<file path="src/hw/rtl/content_length_deframer_assert.svh">
// ----------------------------------------------------------------------------
// Content-length deframer assertion macros
// Shared concurrent assertion forms, sampled on clk, off while rst_n is low.
// ----------------------------------------------------------------------------
`ifndef CONTENT_LENGTH_DEFRAMER_ASSERT_SVH
`define CONTENT_LENGTH_DEFRAMER_ASSERT_SVH

// same-cycle implication
`define CLD_ASSERT_IMP(label, ante, cons, msg) \
  label: assert property (@(posedge clk) disable iff (!rst_n) (ante) |-> (cons)) \
    else $error(msg);

// next-cycle implication
`define CLD_ASSERT_NEXT(label, ante, cons, msg) \
  label: assert property (@(posedge clk) disable iff (!rst_n) (ante) |=> (cons)) \
    else $error(msg);

`endif

</file>
<file path="src/hw/rtl/cld_pkg.sv">
// ----------------------------------------------------------------------------
// Content-length deframer package
// Payload types, codes, sizes and the header key table.
// ----------------------------------------------------------------------------
package cld_pkg;

  localparam int BODY_LENGTH_BITS = 32;
  localparam logic [63:0] COUNTER_MASK = 64'((65'd1 << BODY_LENGTH_BITS) - 65'd1);
  localparam logic [3:0] KEY_LEN = 4'd14;
  localparam logic [3:0] KEY_POS_MAX = 4'd15;

  localparam int FIFO_DEPTH = 2;
  localparam int PTR_W = (FIFO_DEPTH > 1) ? $clog2(FIFO_DEPTH) : 1;
  localparam int CNT_W = $clog2(FIFO_DEPTH + 1);

  localparam logic [1:0] KIND_PAYLOAD = 2'd0;
  localparam logic [1:0] KIND_EMPTY   = 2'd1;
  localparam logic [1:0] KIND_ERROR   = 2'd2;

  localparam logic [1:0] ERR_MALFORMED = 2'd0;
  localparam logic [1:0] ERR_MISSING   = 2'd1;
  localparam logic [1:0] ERR_OVER      = 2'd2;

  localparam logic [1:0] LE_OTHER = 2'd0;
  localparam logic [1:0] LE_CR    = 2'd1;
  localparam logic [1:0] LE_LF    = 2'd2;

  localparam logic [7:0] CH_CR    = 8'h0d;
  localparam logic [7:0] CH_LF    = 8'h0a;
  localparam logic [7:0] CH_COLON = 8'h3a;
  localparam logic [7:0] CH_SPACE = 8'h20;
  localparam logic [7:0] CH_TAB   = 8'h09;
  localparam logic [7:0] CH_ZERO  = 8'h30;
  localparam logic [7:0] CH_NINE  = 8'h39;
  localparam logic [7:0] CH_UA    = 8'h41;
  localparam logic [7:0] CH_UZ    = 8'h5a;
  localparam logic [7:0] CASE_GAP = 8'h20;

  typedef enum logic [1:0] {
    PH_HEADER = 2'd0,
    PH_BODY   = 2'd1,
    PH_HALT   = 2'd2
  } cld_phase_t;

  typedef enum logic [1:0] {
    LN_KEY    = 2'd0,
    LN_BLANK  = 2'd1,
    LN_DIGITS = 2'd2,
    LN_REST   = 2'd3
  } cld_line_t;

  typedef struct packed {
    logic [7:0] stream_byte;
    logic       new_stream;
  } cld_in_t;

  typedef struct packed {
    logic [1:0] result_kind;
    logic [7:0] payload_byte;
    logic       last_of_frame;
    logic [1:0] fault_code;
  } cld_out_t;

  typedef struct packed {
    logic [7:0] raw;
    logic [7:0] lower;
    logic [3:0] digit;
    logic [1:0] line_code;
    logic       is_digit;
    logic       is_colon;
    logic       is_blank;
    logic       new_stream;
  } cld_class_t;

  function automatic logic [7:0] key_char(input logic [3:0] idx);
    logic [7:0] c;
    unique case (idx)
      4'd0:    c = 8'h63; // c
      4'd1:    c = 8'h6f; // o
      4'd2:    c = 8'h6e; // n
      4'd3:    c = 8'h74; // t
      4'd4:    c = 8'h65; // e
      4'd5:    c = 8'h6e; // n
      4'd6:    c = 8'h74; // t
      4'd7:    c = 8'h2d; // -
      4'd8:    c = 8'h6c; // l
      4'd9:    c = 8'h65; // e
      4'd10:   c = 8'h6e; // n
      4'd11:   c = 8'h67; // g
      4'd12:   c = 8'h74; // t
      4'd13:   c = 8'h68; // h
      default: c = 8'h00;
    endcase
    return c;
  endfunction

endpackage

</file>
<file path="src/hw/rtl/cld_front.sv">
// ----------------------------------------------------------------------------
// Content-length deframer front end
// Classifies each incoming byte for the header parser.
// ----------------------------------------------------------------------------
module cld_front
  import cld_pkg::*;
(
  input  cld_in_t    in_item,
  output cld_class_t cls
);

  logic [7:0] b;

  assign b = in_item.stream_byte;

  always_comb begin
    cls.raw        = b;
    cls.lower      = (b >= CH_UA && b <= CH_UZ) ? (b + CASE_GAP) : b;
    cls.digit      = 4'(b - CH_ZERO);
    cls.is_digit   = (b >= CH_ZERO) && (b <= CH_NINE);
    cls.is_colon   = (b == CH_COLON);
    cls.is_blank   = (b == CH_SPACE) || (b == CH_TAB);
    cls.new_stream = in_item.new_stream;
    if (b == CH_CR) begin
      cls.line_code = LE_CR;
    end else if (b == CH_LF) begin
      cls.line_code = LE_LF;
    end else begin
      cls.line_code = LE_OTHER;
    end
  end

endmodule

</file>
<file path="src/hw/rtl/cld_fifo.sv">
// ----------------------------------------------------------------------------
// Content-length deframer item queue
// Short queue of classified bytes between front end and parser.
// ----------------------------------------------------------------------------
module cld_fifo
  import cld_pkg::*;
(
  input  logic       clk,
  input  logic       rst_n,
  input  logic       wr_en,
  input  cld_class_t wr_data,
  output logic       is_full,
  input  logic       rd_en,
  output logic       rd_valid,
  output cld_class_t rd_data
);

  cld_class_t         mem_r [FIFO_DEPTH];
  logic [PTR_W-1:0]   wr_ptr_r, wr_ptr_nxt;
  logic [PTR_W-1:0]   rd_ptr_r, rd_ptr_nxt;
  logic [CNT_W-1:0]   count_r, count_nxt;

  assign is_full  = (count_r == CNT_W'(FIFO_DEPTH));
  assign rd_valid = (count_r != '0);
  assign rd_data  = mem_r[rd_ptr_r];

  always_comb begin
    wr_ptr_nxt = wr_ptr_r;
    rd_ptr_nxt = rd_ptr_r;
    count_nxt  = count_r;
    if (wr_en) begin
      wr_ptr_nxt = (wr_ptr_r == PTR_W'(FIFO_DEPTH - 1)) ? '0 : wr_ptr_r + 1'b1;
    end
    if (rd_en) begin
      rd_ptr_nxt = (rd_ptr_r == PTR_W'(FIFO_DEPTH - 1)) ? '0 : rd_ptr_r + 1'b1;
    end
    if (wr_en && !rd_en) begin
      count_nxt = count_r + 1'b1;
    end else if (rd_en && !wr_en) begin
      count_nxt = count_r - 1'b1;
    end
  end

  always_ff @(posedge clk) begin
    if (!rst_n) begin
      wr_ptr_r <= '0;
      rd_ptr_r <= '0;
      count_r  <= '0;
    end else begin
      wr_ptr_r <= wr_ptr_nxt;
      rd_ptr_r <= rd_ptr_nxt;
      count_r  <= count_nxt;
    end
  end

  always_ff @(posedge clk) begin
    if (wr_en) begin
      mem_r[wr_ptr_r] <= wr_data;
    end
  end

endmodule

</file>
<file path="src/hw/rtl/cld_back.sv">
// ----------------------------------------------------------------------------
// Content-length deframer parser
// Header parse, length check and body framing; one registered result slot.
// ----------------------------------------------------------------------------
module cld_back
  import cld_pkg::*;
(
  input  logic        clk,
  input  logic        rst_n,
  input  logic [31:0] max_payload_len,
  input  logic        item_valid,
  input  cld_class_t  item,
  output logic        item_pop,
  output logic        out_empty,
  input  logic        out_pop,
  output cld_out_t    out_result
);

`include "content_length_deframer_assert.svh"

  cld_phase_t                  phase_r, phase_nxt;
  logic [5:0]                  rle_r, rle_nxt;
  logic [3:0]                  kpos_r, kpos_nxt;
  cld_line_t                   line_r, line_nxt;
  logic                        kmatch_r, kmatch_nxt;
  logic [63:0]                 acc_r, acc_nxt;
  logic                        seen_r, seen_nxt;
  logic                        found_r, found_nxt;
  logic [63:0]                 decl_r, decl_nxt;
  logic                        malf_r, malf_nxt;
  logic [BODY_LENGTH_BITS-1:0] rem_r, rem_nxt;

  logic     out_valid_r;
  cld_out_t out_data_r;
  logic     go;
  logic     res_valid;
  cld_out_t res;

  assign go         = item_valid && (!out_valid_r || out_pop);
  assign item_pop   = go;
  assign out_empty  = !out_valid_r;
  assign out_result = out_data_r;

  always_comb begin : parse
    logic [67:0] prod;
    logic [1:0]  p1;
    logic [1:0]  p2;
    logic [1:0]  p3;
    logic        term;
    logic [63:0] lim;
    logic        err_hit;
    logic [1:0]  err;

    phase_nxt  = phase_r;
    rle_nxt    = rle_r;
    kpos_nxt   = kpos_r;
    line_nxt   = line_r;
    kmatch_nxt = kmatch_r;
    acc_nxt    = acc_r;
    seen_nxt   = seen_r;
    found_nxt  = found_r;
    decl_nxt   = decl_r;
    malf_nxt   = malf_r;
    rem_nxt    = rem_r;
    res_valid  = 1'b0;
    res        = '0;
    prod       = '0;
    p1         = rle_r[1:0];
    p2         = rle_r[3:2];
    p3         = rle_r[5:4];
    term       = 1'b0;
    lim        = '0;
    err_hit    = 1'b0;
    err        = ERR_MALFORMED;

    if (go) begin
      if (item.new_stream) begin
        phase_nxt  = PH_HEADER;
        rle_nxt    = '0;
        kpos_nxt   = '0;
        line_nxt   = LN_KEY;
        kmatch_nxt = 1'b1;
        acc_nxt    = '0;
        seen_nxt   = 1'b0;
        found_nxt  = 1'b0;
        decl_nxt   = '0;
        malf_nxt   = 1'b0;
        rem_nxt    = '0;
        p1         = LE_OTHER;
        p2         = LE_OTHER;
        p3         = LE_OTHER;
      end

      case (phase_nxt)
        PH_BODY: begin
          rem_nxt                = rem_nxt - 1'b1;
          res_valid              = 1'b1;
          res.result_kind        = KIND_PAYLOAD;
          res.payload_byte       = item.raw;
          res.last_of_frame      = (rem_nxt == '0);
          if (rem_nxt == '0) begin
            phase_nxt  = PH_HEADER;
            rle_nxt    = '0;
            kpos_nxt   = '0;
            line_nxt   = LN_KEY;
            kmatch_nxt = 1'b1;
            acc_nxt    = '0;
            seen_nxt   = 1'b0;
            found_nxt  = 1'b0;
            decl_nxt   = '0;
            malf_nxt   = 1'b0;
          end
        end
        PH_HEADER: begin
          rle_nxt = {rle_nxt[3:0], item.line_code};
          if (item.line_code == LE_OTHER) begin
            prod = ({4'd0, acc_nxt} << 3) + ({4'd0, acc_nxt} << 1) + 68'(item.digit);
            case (line_nxt)
              LN_KEY: begin
                if (item.is_colon) begin
                  kmatch_nxt = kmatch_nxt && (kpos_nxt == KEY_LEN);
                  line_nxt   = LN_BLANK;
                end else begin
                  if (kpos_nxt >= KEY_LEN || item.lower != key_char(kpos_nxt)) begin
                    kmatch_nxt = 1'b0;
                  end
                  if (kpos_nxt < KEY_POS_MAX) begin
                    kpos_nxt = kpos_nxt + 1'b1;
                  end
                end
              end
              LN_BLANK, LN_DIGITS: begin
                if (line_nxt == LN_BLANK && item.is_blank) begin
                  line_nxt = LN_BLANK;
                end else if (!item.is_digit) begin
                  line_nxt = LN_REST;
                end else if (prod[67:64] != '0) begin
                  if (kmatch_nxt) begin
                    malf_nxt = 1'b1;
                  end
                  kmatch_nxt = 1'b0;
                  line_nxt   = LN_REST;
                end else begin
                  line_nxt = LN_DIGITS;
                  acc_nxt  = prod[63:0];
                  seen_nxt = 1'b1;
                end
              end
              default: begin
                line_nxt = LN_REST;
              end
            endcase
          end else begin
            // end of line
            if (line_nxt != LN_KEY && kmatch_nxt) begin
              if (!seen_nxt) begin
                malf_nxt = 1'b1;
              end else begin
                decl_nxt  = acc_nxt;
                found_nxt = 1'b1;
              end
            end
            kpos_nxt   = '0;
            line_nxt   = LN_KEY;
            kmatch_nxt = 1'b1;
            acc_nxt    = '0;
            seen_nxt   = 1'b0;

            term = (item.line_code == LE_LF) &&
                   (p1 == LE_LF || (p1 == LE_CR && p2 == LE_LF && p3 == LE_CR));
            if (term) begin
              lim = (64'(max_payload_len) > COUNTER_MASK) ? COUNTER_MASK
                                                          : 64'(max_payload_len);
              if (malf_nxt) begin
                err_hit = 1'b1;
                err     = ERR_MALFORMED;
              end else if (!found_nxt) begin
                err_hit = 1'b1;
                err     = ERR_MISSING;
              end else if (decl_nxt > lim) begin
                err_hit = 1'b1;
                err     = ERR_OVER;
              end
              if (err_hit) begin
                phase_nxt       = PH_HALT;
                res_valid       = 1'b1;
                res.result_kind = KIND_ERROR;
                res.fault_code  = err;
              end else if (decl_nxt == '0) begin
                rle_nxt           = '0;
                found_nxt         = 1'b0;
                malf_nxt          = 1'b0;
                rem_nxt           = '0;
                res_valid         = 1'b1;
                res.result_kind   = KIND_EMPTY;
                res.last_of_frame = 1'b1;
              end else begin
                rem_nxt   = decl_nxt[BODY_LENGTH_BITS-1:0];
                phase_nxt = PH_BODY;
              end
            end
          end
        end
        default: begin
          phase_nxt = phase_nxt;
        end
      endcase
    end
  end

  always_ff @(posedge clk) begin
    if (!rst_n) begin
      phase_r     <= PH_HEADER;
      rle_r       <= '0;
      kpos_r      <= '0;
      line_r      <= LN_KEY;
      kmatch_r    <= 1'b1;
      acc_r       <= '0;
      seen_r      <= 1'b0;
      found_r     <= 1'b0;
      decl_r      <= '0;
      malf_r      <= 1'b0;
      rem_r       <= '0;
      out_valid_r <= 1'b0;
    end else begin
      phase_r  <= phase_nxt;
      rle_r    <= rle_nxt;
      kpos_r   <= kpos_nxt;
      line_r   <= line_nxt;
      kmatch_r <= kmatch_nxt;
      acc_r    <= acc_nxt;
      seen_r   <= seen_nxt;
      found_r  <= found_nxt;
      decl_r   <= decl_nxt;
      malf_r   <= malf_nxt;
      rem_r    <= rem_nxt;
      if (go && res_valid) begin
        out_valid_r <= 1'b1;
      end else if (out_pop && out_valid_r) begin
        out_valid_r <= 1'b0;
      end
    end
  end

  always_ff @(posedge clk) begin
    if (go && res_valid) begin
      out_data_r <= res;
    end
  end

  `CLD_ASSERT_IMP(a_kind_legal, out_valid_r,
    out_data_r.result_kind == KIND_PAYLOAD || out_data_r.result_kind == KIND_EMPTY || out_data_r.result_kind == KIND_ERROR,
    "illegal result kind")
  `CLD_ASSERT_IMP(a_error_clean, out_valid_r && out_data_r.result_kind == KIND_ERROR,
    out_data_r.payload_byte == '0 && !out_data_r.last_of_frame,
    "error result carries payload")
  `CLD_ASSERT_IMP(a_nonerror_code, out_valid_r && out_data_r.result_kind != KIND_ERROR,
    out_data_r.fault_code == ERR_MALFORMED,
    "error code set on non-error result")
  `CLD_ASSERT_NEXT(a_body_emits, go && phase_r == PH_BODY && !item.new_stream,
    out_valid_r && out_data_r.result_kind == KIND_PAYLOAD,
    "body byte produced no result")
  `CLD_ASSERT_NEXT(a_halt_holds, phase_r == PH_HALT && !(go && item.new_stream),
    phase_r == PH_HALT,
    "left halt without new stream")

endmodule

</file>
<file path="src/hw/rtl/content_length_deframer.sv">
// ----------------------------------------------------------------------------
// Content-length deframer
// A pushed byte is written to the queue, parsed, and any result registered.
// One byte per cycle while the result slot is free or being popped.
// Reset: synchronous active-low rst_n empties the queue and result slot,
// restarts header parsing and sets max_payload_len to 1048576.
// ----------------------------------------------------------------------------
module content_length_deframer
  import cld_pkg::*;
(
  input  logic        clk,
  input  logic        rst_n,
  input  logic        push,
  output logic        full,
  input  cld_in_t     in_data,
  output logic        empty,
  input  logic        pop,
  output cld_out_t    out_data,
  input  logic        valid,
  output logic        ready,
  input  logic [31:0] cfg_max_payload_len
);

  logic [31:0] max_len_r;
  cld_class_t  cls;
  cld_class_t  q_data;
  logic        q_valid;
  logic        q_pop;
  logic        q_full;

  assign ready = 1'b1;
  assign full  = q_full;

  always_ff @(posedge clk) begin
    if (!rst_n) begin
      max_len_r <= 32'd1048576;
    end else if (valid && ready) begin
      max_len_r <= cfg_max_payload_len;
    end
  end

  cld_front u_front (
    .in_item (in_data),
    .cls     (cls)
  );

  cld_fifo u_fifo (
    .clk      (clk),
    .rst_n    (rst_n),
    .wr_en    (push && !q_full),
    .wr_data  (cls),
    .is_full  (q_full),
    .rd_en    (q_pop),
    .rd_valid (q_valid),
    .rd_data  (q_data)
  );

  cld_back u_back (
    .clk             (clk),
    .rst_n           (rst_n),
    .max_payload_len (max_len_r),
    .item_valid      (q_valid),
    .item            (q_data),
    .item_pop        (q_pop),
    .out_empty       (empty),
    .out_pop         (pop),
    .out_result      (out_data)
  );

endmodule
</file>
<file path="config.mk">
export PLATFORM = sky130hd
export DESIGN_NAME = content_length_deframer
export DESIGN_NICKNAME = d
export VERILOG_FILES = /design/src/hw/rtl/cld_pkg.sv /design/src/hw/rtl/cld_front.sv /design/src/hw/rtl/cld_fifo.sv /design/src/hw/rtl/cld_back.sv /design/src/hw/rtl/content_length_deframer.sv
export VERILOG_INCLUDE_DIRS = /design/src /design/src/hw/rtl
export SDC_FILE = /design/constraint.sdc
export NUM_CORES = 1
export LEC_CHECK = 0
export ABC_CLOCK_PERIOD_IN_PS = 6600
export BUFFER_PORTS_ARGS = -buffer_cell sky130_fd_sc_hd__buf_2
export CAP_MARGIN = 20
export CORE_MARGIN = 2
export CORE_UTILIZATION = 48
export DETAILED_ROUTE_END_ITERATION = 16
export GPL_TIMING_DRIVEN = 0
export PLACE_DENSITY = 0.74
export RECOVER_POWER = 25
export SYNTH_ARGS = -nofsm -noshare
export SYNTH_HDL_FRONTEND = slang
export SYNTH_SLANG_ARGS = --single-unit
</file>
<file path="constraint.sdc">
create_clock -name clk -period 6.6 [get_ports clk]
set_input_delay 0.33 -clock clk [delete_from_list [all_inputs] [get_ports clk]]
set_output_delay 0.33 -clock clk [all_outputs]
set_load 0.1 [all_outputs]
</file>
# Yosys cells after proc, flatten, opt, wreduce, memory -nomap -nowiden
# Memory sizes are Yosys's and may differ from the RTL's. A register that Yosys moved wholly into a read port is not among the register bits.
# Cells that the tools add are included.
[classes]
n_addsub = 10
magnitude_cmp = 7
eq_ne = 16
mux = 154
bitwise_logic = 5
n_reduce_logical = 38
[op_table]
columns = ["operator", "count"]
rows = [
  ["64-bit two-way mux", 16],
  ["64-bit one-hot mux with 2 select lines", 2],
  ["32-bit two-way mux", 6],
  ["67-bit by 65-bit adder with 68-bit output", 1],
  ["68-bit by 4-bit adder with 68-bit output", 1],
  ["1-bit two-way mux", 67],
  ["64-bit by 32-bit greater-than comparator with 1-bit output", 1],
  ["64-bit logical NOT", 1],
  ["32-bit one-hot mux with 2 select lines", 1],
  ["2-bit two-way mux", 29],
  ["8-bit two-way mux", 6],
  ["6-bit two-way mux", 6],
  ["32-bit logical NOT", 1],
  ["32-bit by 1-bit subtractor with 32-bit output, second input constant", 1],
  ["4-bit two-way mux", 7],
  ["8-bit by 4-bit == test with 1-bit output, second input constant", 3],
  ["8-bit by 6-bit == test with 1-bit output, second input constant", 2],
  ["1-bit logical AND", 14],
  ["1-bit one-hot mux with 2 select lines", 7],
  ["2-bit one-hot mux with 2 select lines", 3],
  ["6-bit one-hot mux with 2 select lines", 1],
  ["2-bit == test, second input constant", 5],
  ["8-bit by 6-bit adder with 8-bit output, second input constant", 1],
  ["2-bit by 1-bit == test with 1-bit output, second input constant", 4],
  ["other kinds (27)", 44],
]
[totals]
regBits = 228
mem_bits_rw = 52
mem_bits_ro = 112
out_inout_bits = 16
elab_cells = 254
memories = 2
[memory_table]
columns = ["memory", "words", "width", "rd", "rd_ports_with_merged_regs", "write_ports", "line_no", "text"]
rows = [
  ["(no name shown)", 16, 7, 1, 0, 0, "cld_pkg.sv:77", "unique case (idx)"],
  ["u_fifo.mem_r", 2, 26, 1, 1, 1, "cld_fifo.sv:18", "cld_class_t mem_r [FIFO_DEPTH];"],
]

# Longest topological paths before layout
[depth]
ltp_word = 25
ltp_mapped = 29
mapped_depth_nobuf = 20

# By module
# Synthesis repeated with hierarchy kept, for this count alone.
[unflattened]
cells_unflattened = 2243
hier_area_um2 = 19333.5
[modules_own_cells]
columns = ["mod", "instances", "cells_per_inst", "area_each_um2", "seq_area_each_um2"]
rows = [
  ["cld_back", 1, 1976, 15567.4, 3973.8],
  ["cld_fifo", 1, 103, 2103.3, 1661.6],
  ["content_length_deframer", 1, 106, 1258.7, 640.6],
  ["cld_front", 1, 58, 404.1, 0.0],
]

# Least setup slack after synthesis
# No wires, ideal clock.
[synth_timing]
path_type = "reg2reg"
from = "register (tool-made name)"
to = "register u_back.rem_r[28]"
setup_ps = 126
arrival_ps = 6887
t_required_ps = 6474
setup_slack_ps = -413
path_stages_with_launch = 30
path_buffers = 10
cell_sequence = "dfxtp_1 > clkbuf_1 > mux2i_1 > clkbuf_1 > clkbuf_1 > clkbuf_1 > clkbuf_1 > clkbuf_1 > nand2_1 > ha_1 > nand3b_1 > nor2_1 > clkbuf_1 > clkbuf_1 > a21oi_1 > inv_1 > ha_1 > a21o_1 > a21o_1 > a21o_1 > a21oi_1 > o21ai_0 > a21oi_1 > nand2_1 > a211oi_1 > clkbuf_1 > buf_1 > nor2_1 > a21oi_1 > o21ai_0"
[synth_lines]
columns = ["item", "line_no", "text"]
rows = [
  ["end signal: assignment", "cld_back.sv:236", "rem_r <= rem_nxt;"],
  ["end: declaration", "cld_back.sv:31", "logic [BODY_LENGTH_BITS-1:0] rem_r, rem_nxt;"],
]

==> flow_summary.yaml <==
clocking:
  clockBufferDepth: 3
  cts_tree: "built"
  clk_latency_ns: 0.58
  htree_levels: 1
  numCtsBuffers: 28
  cts_num_sinks: 263
  cts.clk_slew.worst_paths_ns: 0.06
  cts_root_buffer: "clkbuf_16"
global_routing:
  grt_usage: 0.316
  grt_antenna_before_repair: 1
  grt_max_degree: 18
  grt_pass1_vias: 18500
  grt_pass1_wl_mm: 104
  overflow: 0
routing:
  wl_met3_mm: 6.13
  drtIter0Drc: 2047
  vias: 19000
  via_per_inst: 6.33
  firstDrtPassIters: 5
  route.detailed.drc: 0
  top_layer: "met4"
  dr_wl_met2_mm: 29.7
  met1_length_mm: 27.5
  wl_mm: 66.9
  antenna_left: 0
  wire_per_inst_microns: 22.3
synthesis:
  synth-async-reset-ratio: 0
  yosysSeqAreaShare: 0.299
  yosys.area.top_type: "dfxtp_1"
  synth_cell_type_count: 92
  yosysTopAreaCellShare: 0.226
  syn_nets: 2576
  ys_warn_count: 0
  syn-cell-area_sq_um: 19200
  synth_area_per_cell_sq_um: 8.13
  synth_ff_type: "dfxtp_1"
  synth_common_cells: "251 x nand2_1, 216 x dfxtp_1, 175 x a21oi_1"
  synth_edf_count: 47
  synth_seq_cells: 263
  syn_inst: 2356
  synth_area_leaders: "dfxtp_1 23%, ha_1 11%, edfxtp_1 7.4%, nand2_1 4.9%, a21oi_1 4.6%"
  yosysMostFrequentCell: "nand2_1"
die:
  fp.dieArea_sq_um: 41500
  core_sq_um: 39500
  initial_utilization: 0.485
  row_count: 73
  die_height_microns: 204
  fp.dieW_microns: 204
  ios: 62
layout:
  finish.instance_area_sq_um: 21800
  syn_to_final_growth_pct: 13.6
  nets: 2675
  final_cells: 3001
  final_core_util: 0.550
  final_layout_size_suffix_gt1_frac: 0.116
  antenna_cells: 0
sta:
  setup_slack_ns: 0.118
  fin_skew_ns: 0.0333
  max_freq_ghz: 0.154
  slew_viol_final: 0
  layout_worst_path_cycle_share: 0.982
  final.setup.tns_ns: 0
  post-route-min-period_ns: 6.48
  setup_violations: 0
  worst_pin_slew_ns: 1.19
  final-hold-violation-count: 0
  timing.slew.headroom: 0.211
worst_setup_path:
  r2r-end: "u_back.acc_r[36]$_SDFFE_PN0P_"
  start_kind: "flop"
  crit_path_end: "u_back.acc_r[36]$_SDFFE_PN0P_"
  r2r_cells: 27
  arrival_ns: 6.97
  worst_setup_path_end_kind: "flop"
  worstPathRequired_ns: 7.08
  rrSetupSlack_ns: 0.12
  path_class: "reg -> reg"
  worst-path-max-fanout: 10
placed_design:
  placed_area_sq_um: 20100
  place_inst: 2942
  place.gp.congestion: 0.994
  io_buffers: 59
  hpwl_mm: 50.8
  dp_slack_ns: -3.99
run:
  maxCapViolCount: 0
run_status:
  status: "finished clean"
min_path:
  hold_path_class: "in -> reg"
power:
  ir_drop_uv: 251
  leakage_nw: 9.08
  powerDensity_nw_per_um2: 270
metal layers:
layer	up-vias	GRT usage
met3	193	0.0474
li1	8793	-
met5	-	0
met4	0	0.147
met2	973	0.514
met1	9033	0.414
report_power, final:
group          internal (mW)  total (mW)  switching [mW]
clock                  0.982        1.67           0.689
sequential              1.75        1.84          0.0918
combinational          0.752        2.35            1.60
total                   3.49        5.87            2.38
layout make-up:
type | count | area, sq um
Buffer | 128 | 783
Clock buffer | 36 | 772
Clock inverter | 15 | 190
Fill cell | 3611 | 17800
Inverter | 82 | 308
Multi-Input combinational cell | 1861 | 12800
Sequential cell | 263 | 5740
Tap cell | 525 | 657
Timing Repair Buffer | 91 | 542
worst max-delay path, stage by stage (launching register included):
cell and delay (ns):
dfxtp_1 0.36, clkbuf_8 0.21, mux2i_4 0.42, buf_8 0.17
clkbuf_8 0.18, clkbuf_8 0.19, buf_6 0.19, buf_8 0.20
clkbuf_16 0.21, clkbuf_4 0.20, and2_1 0.17, ha_1 0.24
ha_1 0.28, buf_2 0.18, a21oi_2 0.20, o21ai_1 0.17
a22o_1 0.22, o21a_1 0.16, or3b_2 0.47, or3_1 0.40
a32oi_4 0.29, o211ai_1 0.21, buf_6 0.21, nor3_4 0.23
buf_12 0.16, clkbuf_4 0.21, a22oi_1 0.09, nor2b_1 0.12
cell usage in the layout (no fill, tap or decap), drive strengths merged, types with 82 or more instances in the layout:
cell / instances
clkbuf: 152
inv: 82
buf: 100
nand2: 251
o21ai: 161
nor2b: 98
ha: 173
nor2: 149
dfxtp: 216
a21oi: 176
per-stage QoR:
stage / hold WS, ns / total power [mW]
global route: 0.0384 / 6.07
finish: 0.0228 / 5.87
detailed placement: 0.457 / 4.02
CTS: 0.00275 / 5.76
global placement: 0.451 / 3.97
floorplan: 0.429 / 3.38
how the worst min path moves through the flow:
stage / start / end / slack, ns / depth (start not counted)
detailed placement: u_back.rle_r[5]$_SDFFE_PN0P_ / u_back.rle_r[5]$_SDFFE_PN0P_ / 0.46 / 1
CTS: in_data[1] / u_fifo.mem_r[1][18]$_DFFE_PP_ / 0.003 / 1
global placement: u_back.rle_r[4]$_SDFFE_PN0P_ / u_back.rle_r[4]$_SDFFE_PN0P_ / 0.45 / 1
floorplan: in_data[0] / u_fifo.mem_r[0][0]$_DFFE_PP_ / 0.43 / 0
finish: cfg_max_payload_len[31] / max_len_r[31]$_SDFFE_PN0P_ / 0.02 / 3
global route: cfg_max_payload_len[5] / max_len_r[5]$_SDFFE_PN0P_ / 0.04 / 3
state kept, by name, summed over array words and instances, names as in the netlist, 2 cells and up, named ones only:
register and flops:
max_len_r 32, u_back.acc_r 64, u_back.decl_r 64, u_back.kpos_r 4, u_back.line_r 2, u_back.out_result 13
u_back.phase_r 2, u_back.rem_r 32, u_back.rle_r 6, u_fifo.count_r 2, u_fifo.mem_r 34
what timing repair did:
item | CTS | global route
setup endpoints to repair | 197 | 121
hold endpoints to repair | 5 | 0
gates resized for setup | 91 | 68
buffers inserted | 18 | 8
pin swaps | 11 | 12
hold buffers | 3 | 0
cells by family after synthesis:
| kind of cell | Yosys count | share of synthesized area |
|---|---|---|
| and+or+nand+nor | 873 | 0.229 |
| AOI/OAI and AO/OA | 668 | 0.235 |
| DFF | 263 | 0.299 |
| buffers and inverters | 232 | 0.0513 |
| adders and majority gates | 174 | 0.114 |
| xor gates and xnor gates | 81 | 0.0370 |
| muxes | 64 | 0.0338 |
| other | 1 | 0.000196 |
No activity file was read; power rests on OpenSTA's default activity.
